$ cat src/rtl/core/hhs_pkg.sv
// Package for the haplotype homozygosity statistics unit.
// Holds field widths, beat structs, status codes and the back-end state type.
// Depends on nothing; every module of the unit imports it.
package hhs_pkg;

    localparam int COUNT_BITS           = 24;
    localparam int RESULT_FRACTION_BITS = 16;
    localparam int RESULT_BITS          = RESULT_FRACTION_BITS + 1;
    localparam int TOTAL_BITS           = 32;
    localparam int ACC_BITS             = 64;
    localparam int SQ_BITS              = 2 * COUNT_BITS;
    localparam int TOP_BITS             = COUNT_BITS + 2;
    localparam int POS_BITS             = 2;

    localparam logic [POS_BITS-1:0] POS_MAX       = 2'd3;
    localparam logic [POS_BITS-1:0] POOL_PHASED   = 2'd2;
    localparam logic [POS_BITS-1:0] POOL_UNPHASED = 2'd3;

    localparam logic [1:0] STATUS_OK       = 2'd0;
    localparam logic [1:0] STATUS_ZERO     = 2'd1;
    localparam logic [1:0] STATUS_OVERFLOW = 2'd2;

    localparam logic [RESULT_BITS-1:0] RESULT_ONE = RESULT_BITS'(1) << RESULT_FRACTION_BITS;

    typedef struct packed {
        logic [COUNT_BITS-1:0] class_count;
        logic                  last_class;
    } item_beat_t;

    typedef struct packed {
        logic [RESULT_BITS-1:0] h12_value;
        logic [RESULT_BITS-1:0] h2_over_h1;
        logic [1:0]             status;
    } result_beat_t;

    typedef struct packed {
        logic [COUNT_BITS-1:0] count;
        logic [SQ_BITS-1:0]    square;
        logic                  is_first;
        logic                  is_top;
        logic                  last;
    } entry_t;

    typedef enum logic [2:0] {
        B_ACCUM,
        B_MULT,
        B_NUM,
        B_DIV,
        B_DONE
    } back_state_t;

endpackage

$ cat src/rtl/core/hhs_queue.sv
// Short queue of classified entries between front and back end.
// Depends on hhs_pkg for the entry type.
module hhs_queue
    import hhs_pkg::*;
#(
    parameter int DEPTH = 2
)
(
    input  logic   clk,
    input  logic   rst_n,
    input  logic   push,
    input  entry_t push_entry,
    output logic   full,
    input  logic   pop,
    output entry_t pop_entry,
    output logic   q_valid
);

    localparam int PTR_BITS = (DEPTH > 1) ? $clog2(DEPTH) : 1;
    localparam int CNT_BITS = $clog2(DEPTH + 1);

    entry_t              slot_reg [DEPTH];
    logic [PTR_BITS-1:0] wr_ptr_reg;
    logic [PTR_BITS-1:0] rd_ptr_reg;
    logic [CNT_BITS-1:0] fill_reg;

    function automatic logic [PTR_BITS-1:0] wrap_inc(input logic [PTR_BITS-1:0] p);
        return (p == PTR_BITS'(DEPTH - 1)) ? '0 : p + 1'b1;
    endfunction

    always_ff @(posedge clk)
    begin
        if (push)
        begin
            slot_reg[wr_ptr_reg] <= push_entry;
        end
    end

    always_ff @(posedge clk or negedge rst_n)
    begin
        if (!rst_n)
        begin
            wr_ptr_reg <= '0;
            rd_ptr_reg <= '0;
            fill_reg   <= '0;
        end
        else
        begin
            if (push)
            begin
                wr_ptr_reg <= wrap_inc(wr_ptr_reg);
            end
            if (pop)
            begin
                rd_ptr_reg <= wrap_inc(rd_ptr_reg);
            end
            if (push && !pop)
            begin
                fill_reg <= fill_reg + 1'b1;
            end
            else if (pop && !push)
            begin
                fill_reg <= fill_reg - 1'b1;
            end
        end
    end

    assign full      = (fill_reg == CNT_BITS'(DEPTH));
    assign q_valid   = (fill_reg != '0);
    assign pop_entry = slot_reg[rd_ptr_reg];

endmodule

$ cat config.mk
export PLATFORM = sky130hd
export DESIGN_NAME = hhs_queue
export DESIGN_NICKNAME = d
export VERILOG_FILES = /design/src/rtl/core/hhs_pkg.sv /design/src/rtl/core/hhs_queue.sv
export SDC_FILE = /design/constraint.sdc
export NUM_CORES = 1
export LEC_CHECK = 0
export BUFFER_PORTS_ARGS = -buffer_cell sky130_fd_sc_hd__buf_2
export CORE_MARGIN = 1
export CORE_UTILIZATION = 52
export DETAILED_ROUTE_END_ITERATION = 8
export PLACE_DENSITY = 0.79
export SKIP_CTS_REPAIR_TIMING = 1
export SLEW_MARGIN = 10
export SYNTH_ARGS = -nofsm -noshare
export SYNTH_HDL_FRONTEND = slang
export SYNTH_SLANG_ARGS = --single-unit
$ cat constraint.sdc
create_clock -name clk -period 6.2 [get_ports clk]
set_clock_uncertainty 0.15 [all_clocks]
set_input_delay 1.24 -clock clk [delete_from_list [all_inputs] [get_ports clk]]
set_output_delay 1.24 -clock clk [all_outputs]
set_load 0.05 [all_outputs]
==> key figures <==
Synthesis
  – Synth cell types: 15
  – Synth Register Bits: 154
  – Seq/Total Area, Yosys: 80.0%
  – Synthesized area: 0.00576 mm^2
  – Syn avg cell area: 23.1 um^2
  – Cells after synthesis: 249
  – Ys Warns: 0
  – Synthesized Nets: 329

Worst setup path
  – Worst r2r dst: slot_reg[0][25]
  – Kind of end point of the critical path: output port
  – RR Startpoint: wr_ptr_reg
  – Worst setup SP type: flop
  – Internal reg-to-reg setup slack: 3740 ps
  – Worst Path Arrival: 2620 ps
  – Crit-path max FO: 42
  – Critical path class: reg2out
  – Worst Reg2Reg Path Length in Cells: 2
  – Critical path required time: 4810 ps

Clocking
  – Clock latency on the worst-skew pair: 510 ps
  – CTS tree: done
  – H-tree depth: 4
  – Max Buffers Root-to-Sink: 2
  – CTS Buf Count: 17
  – Worst-path clk slew: 60 ps
  – Clk sinks: 154
  – Root buffer cell: clkbuf_8

Final layout
  – Area growth syn-to-layout: 26.0%
  – Fill cell total of the finished layout: 733
  – Max reg flops: 150
  – Commonest non-fill, non-tap cell in the layout: buf_2
  – Register area: 0.00461 mm^2
  – Most frequent cells in the layout: buf_2, edfxtp_1, mux2_4
  – N_diodes: 0
  – Ratio of cells with drive above 1 in the final layout: 61.6%
  – Final nets: 497
  – Area of the multi-input gates: 0.00109 mm^2

Timing
  – FMAX: 249 MHz
  – Worst slew pin tran: 1140 ps
  – Final worst-path cycle share: 64.7%
  – RSZ-0062 raised after global routing: false
  – Max-slew violation count: 0
  – Setup_tns: 0 ps
  – Final Hold Viols: 0
  – Final setup fails: 0
  – Worst rel slew slack: 23.5%
  – Min Tclk post-route: 4010 ps

Flow run
  – Max-cap viol count: 0

Worst hold path
  – HP Start: fill_reg[1]
  – Worst hold stages: 1
  – Worst Hold Class: reg2reg
  – Worst Hold End: fill_reg[1]

Power and ir drop
  – Peak VDD IR: 319 uV
  – Leakage: 2.87 nW
  – Design Power: 4.04 mW
  – PwrDens: 557 mW/mm^2

Detailed routing
  – Vias per cell: 5.00
  – DRT iter0 DRCs: 126
  – First-pass DRT Iterations: 7
  – Final WL: 9400 um
  – Remaining DRCs: 0
  – Routed wire per std cell: 16.5 um
  – ANT nets after route: 0
  – Via count: 2849

Die
  – Die area: 0.0115 mm^2
  – I/O pin count: 156
  – DIE WIDTH: 107 um
  – Initial core utilization: 53.3%
  – Core area: 0.0108 mm^2
  – Row cnt: 38
  – Die Height: 107 um

Global route
  – First-pass GRT wire length: 14000 um
  – Antenna violations before repair: 0
  – Tot GR Track Use: 16.8%
  – Largest net degree at the start of global routing: 76
  – Overflow after GRT: 0
  – Vias in the first global route: 2863

Place
  – Placer congestion estimate: 0.683
  – Port bufs: 155
  – DPL Wire Length: 6110 um

Outcome
  – Run status: finished, final reports clean
final cells by class:
cell class                      instances  share of cell area, %
Inverter                                1                 0.0517
Tap cell                              140                   2.41
Multi-Input combinational cell         86                   15.0
Sequential cell                       154                   63.5
Clock buffer                           21                   6.05
Clock inverter                         11                   2.04
Timing Repair Buffer                  157                   10.9
Yosys cell counts, drive strengths merged:
cell / number / area share [%]
nor2: 1 / 0.065
or2: 1 / 0.11
inv: 1 / 0.065
ha: 1 / 0.22
xnor2: 1 / 0.15
mux2: 75 / 17
edfxtp: 150 / 78
dfrtp: 4 / 1.7
nor2b: 2 / 0.22
xor2: 4 / 0.61
buf: 8 / 1.2
and2: 1 / 0.11
cells by family (layout without fill, tap and decap cells):
group	Yosys count	count (layout)	share of synthesized area [%]
adder cells (fa/ha/maj)	1	1	0.217
AND/OR/NAND/NOR	5	5	0.500
multiplexers	75	75	17.3
buffers and inverters	9	190	1.24
flip-flops	154	154	80.0
XOR/XNOR	5	5	0.761
worst max-delay path: stages, from the launching register on:
cell and delay (ps):
dfrtp_4 770, buf_4 670, mux2_2 410, buf_2 210
worst max path at each step:
| stage | start | endpoint | slack, ps |
|---|---|---|---|
| finish | rd_ptr_reg | pop_entry[47] | 2190 |
| global route | rd_ptr_reg | pop_entry[53] | 2040 |
| CTS | rd_ptr_reg | pop_entry[53] | 2130 |
| detailed placement | rd_ptr_reg | pop_entry[53] | 2690 |
| global placement | rd_ptr_reg | pop_entry[74] | 2730 |
| floorplan | push | slot_reg[0][0] | 1010 |
per-layer routing:
layer	vias up	GRT usage [%]	wire [um]
li1	1329	-	-
met1	1388	19.5	3840
met2	120	28.7	4750
met3	12	5.47	699
met4	0	7.05	106
met5	-	0	0
through the flow:
stage / cells / worst slack, ps / hold WS [ps] / utilization (%) / instance area, um^2
floorplan: 249 / 1010 / 297 / - / 5760
global placement: 538 / 2730 / 312 / 61.8 / 6670
detailed placement: 538 / 2690 / 320 / 61.8 / 6670
CTS: 570 / 2130 / 330 / 67.2 / 7250
global route: 570 / 2040 / 342 / 67.2 / 7250
finish: 570 / 2190 / 336 / 67.2 / 7250
report_power, final:
part | leakage, nW | internal [mW] | switching (mW) | total, mW
logic | 1.14 | 0.470 | 1.08 | 1.55
clock network | 0.274 | 0.623 | 0.374 | 0.997
registers | 1.45 | 1.39 | 0.103 | 1.49
Power figures use the tool's default switching activity.
