## src/rtl/core/hhs_pkg.sv

```systemverilog
// Package for the haplotype homozygosity statistics unit.
// Holds field widths, beat structs, status codes and the back-end state type.
// Depends on nothing; every module of the unit imports it.
package hhs_pkg;

    localparam int COUNT_BITS           = 24;
    localparam int RESULT_FRACTION_BITS = 16;
    localparam int RESULT_BITS          = RESULT_FRACTION_BITS + 1;
    localparam int TOTAL_BITS           = 32;
    localparam int ACC_BITS             = 64;
    localparam int SQ_BITS              = 2 * COUNT_BITS;
    localparam int TOP_BITS             = COUNT_BITS + 2;
    localparam int POS_BITS             = 2;

    localparam logic [POS_BITS-1:0] POS_MAX       = 2'd3;
    localparam logic [POS_BITS-1:0] POOL_PHASED   = 2'd2;
    localparam logic [POS_BITS-1:0] POOL_UNPHASED = 2'd3;

    localparam logic [1:0] STATUS_OK       = 2'd0;
    localparam logic [1:0] STATUS_ZERO     = 2'd1;
    localparam logic [1:0] STATUS_OVERFLOW = 2'd2;

    localparam logic [RESULT_BITS-1:0] RESULT_ONE = RESULT_BITS'(1) << RESULT_FRACTION_BITS;

    typedef struct packed {
        logic [COUNT_BITS-1:0] class_count;
        logic                  last_class;
    } item_beat_t;

    typedef struct packed {
        logic [RESULT_BITS-1:0] h12_value;
        logic [RESULT_BITS-1:0] h2_over_h1;
        logic [1:0]             status;
    } result_beat_t;

    typedef struct packed {
        logic [COUNT_BITS-1:0] count;
        logic [SQ_BITS-1:0]    square;
        logic                  is_first;
        logic                  is_top;
        logic                  last;
    } entry_t;

    typedef enum logic [2:0] {
        B_ACCUM,
        B_MULT,
        B_NUM,
        B_DIV,
        B_DONE
    } back_state_t;

endpackage

```

## src/rtl/core/hhs_front.sv

```systemverilog
// Front end: takes count beats, squares them and tags position within the window.
// Owns the pooling mode register. Depends on hhs_pkg.
module hhs_front
    import hhs_pkg::*;
(
    input  logic       clk,
    input  logic       rst_n,
    input  logic       cfg_we,
    input  logic       cfg_wdata,
    input  logic       item_valid,
    output logic       item_ready,
    input  item_beat_t item,
    output logic       push,
    output entry_t     push_entry,
    input  logic       full
);

    logic                phased_mode_reg;
    logic [POS_BITS-1:0] pos_reg;
    logic [POS_BITS-1:0] pos_next;
    logic [POS_BITS-1:0] pool;

    always_ff @(posedge clk or negedge rst_n)
    begin
        if (!rst_n)
        begin
            phased_mode_reg <= 1'b1;
            pos_reg         <= '0;
        end
        else
        begin
            if (cfg_we)
            begin
                phased_mode_reg <= cfg_wdata;
            end
            pos_reg <= pos_next;
        end
    end

    always_comb
    begin
        item_ready = !full;
        push       = item_valid && !full;
        pool       = phased_mode_reg ? POOL_PHASED : POOL_UNPHASED;

        push_entry.count    = item.class_count;
        push_entry.square   = SQ_BITS'(item.class_count) * SQ_BITS'(item.class_count);
        push_entry.is_first = (pos_reg == '0);
        push_entry.is_top   = (pos_reg < pool);
        push_entry.last     = item.last_class;

        pos_next = pos_reg;
        if (push)
        begin
            if (item.last_class)
            begin
                pos_next = '0;
            end
            else if (pos_reg != POS_MAX)
            begin
                pos_next = pos_reg + 1'b1;
            end
        end
    end

endmodule

```

## config.mk

```make
export PLATFORM = sky130hd
export DESIGN_NAME = hhs_front
export DESIGN_NICKNAME = d
export VERILOG_FILES = /design/src/rtl/core/hhs_pkg.sv /design/src/rtl/core/hhs_front.sv
export SDC_FILE = /design/constraint.sdc
export NUM_CORES = 1
export LEC_CHECK = 0
export BUFFER_PORTS_ARGS = -buffer_cell sky130_fd_sc_hd__buf_2
export CORE_MARGIN = 4
export CORE_UTILIZATION = 30
export DETAILED_ROUTE_END_ITERATION = 12
export GPL_ROUTABILITY_DRIVEN = 0
export PLACE_DENSITY = 0.53
export RECOVER_POWER = 50
export REMOVE_ABC_BUFFERS = 1
export SLEW_MARGIN = 25
export SYNTH_ARGS = -nofsm -noshare
export SYNTH_HDL_FRONTEND = slang
export SYNTH_SLANG_ARGS = --single-unit
export TNS_END_PERCENT = 20
```

## constraint.sdc

```tcl
create_clock -name clk -period 14.9 [get_ports clk]
set_input_delay 1.49 -clock clk [delete_from_list [all_inputs] [get_ports clk]]
set_output_delay 1.49 -clock clk [all_outputs]
set_load 0.01 [all_outputs]
```

==> flow_summary.json <==
{
  "cts_resized": 0,
  "largest_reg_flops": 2,
  "clk_pin_slew_worst_paths_ns": 0.03,
  "cp_num_buf_inv": 10,
  "min_period_ns": 11.55,
  "first_iter_violations": 485,
  "routed_wl_mm": 40.5,
  "async_reset_ff_frac": 1.00,
  "yosys_warnings": 0,
  "synth.top_cell.area_share": 0.504,
  "synth_cells": 1879,
  "wl_met3_mm": 1.74,
  "drive_gt1_frac": 0.0495,
  "grt_pass1_vias": 13200,
  "maxCapViolCount": 18,
  "syn_area_per_cell_um2": 8.92,
  "yosysSeqAreaShare": 0.00455,
  "hold_buffers": 0,
  "ctsRootBufferMaster": "clkbuf_16",
  "vias": 11700,
  "highest_layer": "met4",
  "crit_path_start_kind": "input port",
  "ant_nets": 0,
  "rsz0062_at_grt": "no",
  "dr.pass1.iters": 5,
  "portBuffers": 106,
  "post_cts_buffers": 0,
  "fin_ws_ns": 3.35,
  "drcViolationCount": 0,
  "core_area_um2": 55200,
  "pre_cts_ws_ns": 4.34,
  "hold_class": "flip-flop to flip-flop",
  "cp-end-kind": "output pin",
  "max_stage_delay_ns": 1.10,
  "grt_overflow": 0,
  "cts_buffers": 3,
  "totalNegativeSetupSlack_ns": 0,
  "antenna_found_initial": 0,
  "crit_slowest_cell": "clkbuf_1",
  "cts_tree": "done",
  "slew_viol_final": 443,
  "grt_pass1_wl_mm": 68.5,
  "synth.cell_area_um2": 16800,
  "fmax_ghz": 0.0866,
  "wl_met1_mm": 18.6,
  "yosysUniqueCellTypes": 55,
  "wl_met2_mm": 19.7,
  "synth_seq_cells": 3,
  "fin_crit_sh": 0.775,
  "hold_viol": 0,
  "netlist.top_cell.by_area": "fa_1",
  "rows": 86,
  "antennaDiodeCount": 0,
  "nets": 2531,
  "place_hpwl_mm": 34.0,
  "htreeDepth": 1,
  "synth_area_leaders": "fa_1, inv_1, ha_1",
  "drt-vias-per-instance": 4.44,
  "max_slew.worst_pin.slew_ns": 1.81,
  "io_pins": 108,
  "outcome": "finished, violations left",
  "syn2layout_area_growth_pct": 6.41,
  "clock_skew_ns": 0.00000215,
  "die_area_um2": 59700,
  "cp.arrival_ns": 10.06,
  "grt_usage": 0.140,
  "clock_path_buffers": 2,
  "grt_max_degree": 28,
  "violations": "max-capacitance violations, max-slew violations",
  "clk_latency_ns": 0.22,
  "critPathTopFamily": "adder cells",
  "synth-edff-count": 0,
  "criticalPathCategory": "input port to output pin",
  "cp_max_fo": 26,
  "die_w_um": 244,
  "maxSlewHeadroom": -0.208,
  "fp.dieH_um": 244,
  "setup_violations": 0,
  "ys.flop_type": "dfrtp_1",
  "routedWlPerCell_um": 15.3,
  "final_util": 0.323,
  "worstPathRequired_ns": 13.41,
  "clkSinkCount": 3,
  "start_util": 0.304
}
==> worst paths after layout <==
kind	from	end	slack, ns	cells past startpoint
max	item[15]	push_entry[49]	3.35	27
min	pos_reg[1]	pos_reg[1]	0.56	1
max reg2reg	pos_reg[0]	pos_reg[0]	13.72	4
min reg2reg	pos_reg[1]	pos_reg[1]	0.56	1
max in group asynchronous	rst_n	phased_mode_reg	13.57	1
min in group asynchronous	rst_n	pos_reg[0]	1.08	1
==> layout by cell type (no fill, tap or decap), drive strengths merged, types with 2 or more instances in the layout <==
cell,n
o31ai,3
nand2,189
a21oi,47
clkbuf,38
o21bai,2
a21o,37
o21a,3
a211oi,2
a31oi,11
xnor2,32
o21ai,24
a41oi,2
and3,2
xor2,20
nand4,9
ha,177
nand4b,2
fa,422
nor2b,11
nor3,7
o31a,2
and2,119
mux2,3
buf,76
nand3,9
nor2,33
dfrtp,2
a21boi,2
inv,594
==> worst reg2reg max path, cell delays in order (launching register included) <==
cell and delay, ns:
dfrtp_1 0.40, ha_1 0.23, inv_1 0.05, o21ai_0 0.10
mux2_2 0.28
==> cell usage after synthesis, types with 3 or more instances <==
cell / instances
a21o_1: 37
a21oi_1: 45
a31oi_1: 11
and2_1: 119
buf_4: 27
clkbuf_1: 66
fa_1: 422
ha_1: 177
inv_1: 594
mux2_2: 3
nand2_1: 189
nand3_1: 9
nand4_1: 9
nor2_1: 32
nor2b_1: 11
nor3_1: 7
o21a_1: 3
o21ai_0: 20
o21ai_1: 3
o31ai_1: 3
xnor2_1: 32
xor2_1: 20
==> kinds of logic after synthesis <==
group | after synthesis | synth area share
mux | 4 | 0.00261
fa+ha+maj | 599 | 0.636
buf+inv | 687 | 0.160
other cells | 1 | 0.000224
simple gates | 389 | 0.112
compound gates | 144 | 0.0577
xor+xnor | 52 | 0.0272
flops | 3 | 0.00455
==> per-layer routing <==
metal  GRT usage  vias to the layer above
li1            -                     5440
met1       0.197                     6021
met2       0.245                      245
met3      0.0117                       39
met4      0.0153                        0
met5           0                        -
==> stage by stage <==
step	std cells	area (µm²)	hold slack, ns
final	2648	17800	0.557
after global routing	2648	17800	0.597
after CTS	2648	17900	0.560
after detailed placement	2644	17800	0.550
after global placement	2644	17800	0.535
after floorplan	1786	16300	0.507
==> layout make-up <==
class | count | area (µm²)
Timing Repair Buffer | 110 | 510
Clock buffer | 4 | 78.8
Sequential cell | 3 | 76.3
Tap cell | 748 | 936
Inverter | 594 | 2230
Multi-Input combinational cell | 1189 | 14000
Fill cell | 5872 | 37400
Power is not shown: default switching activity piles up to over one toggle a cycle in this logic, so the estimate is an artifact.
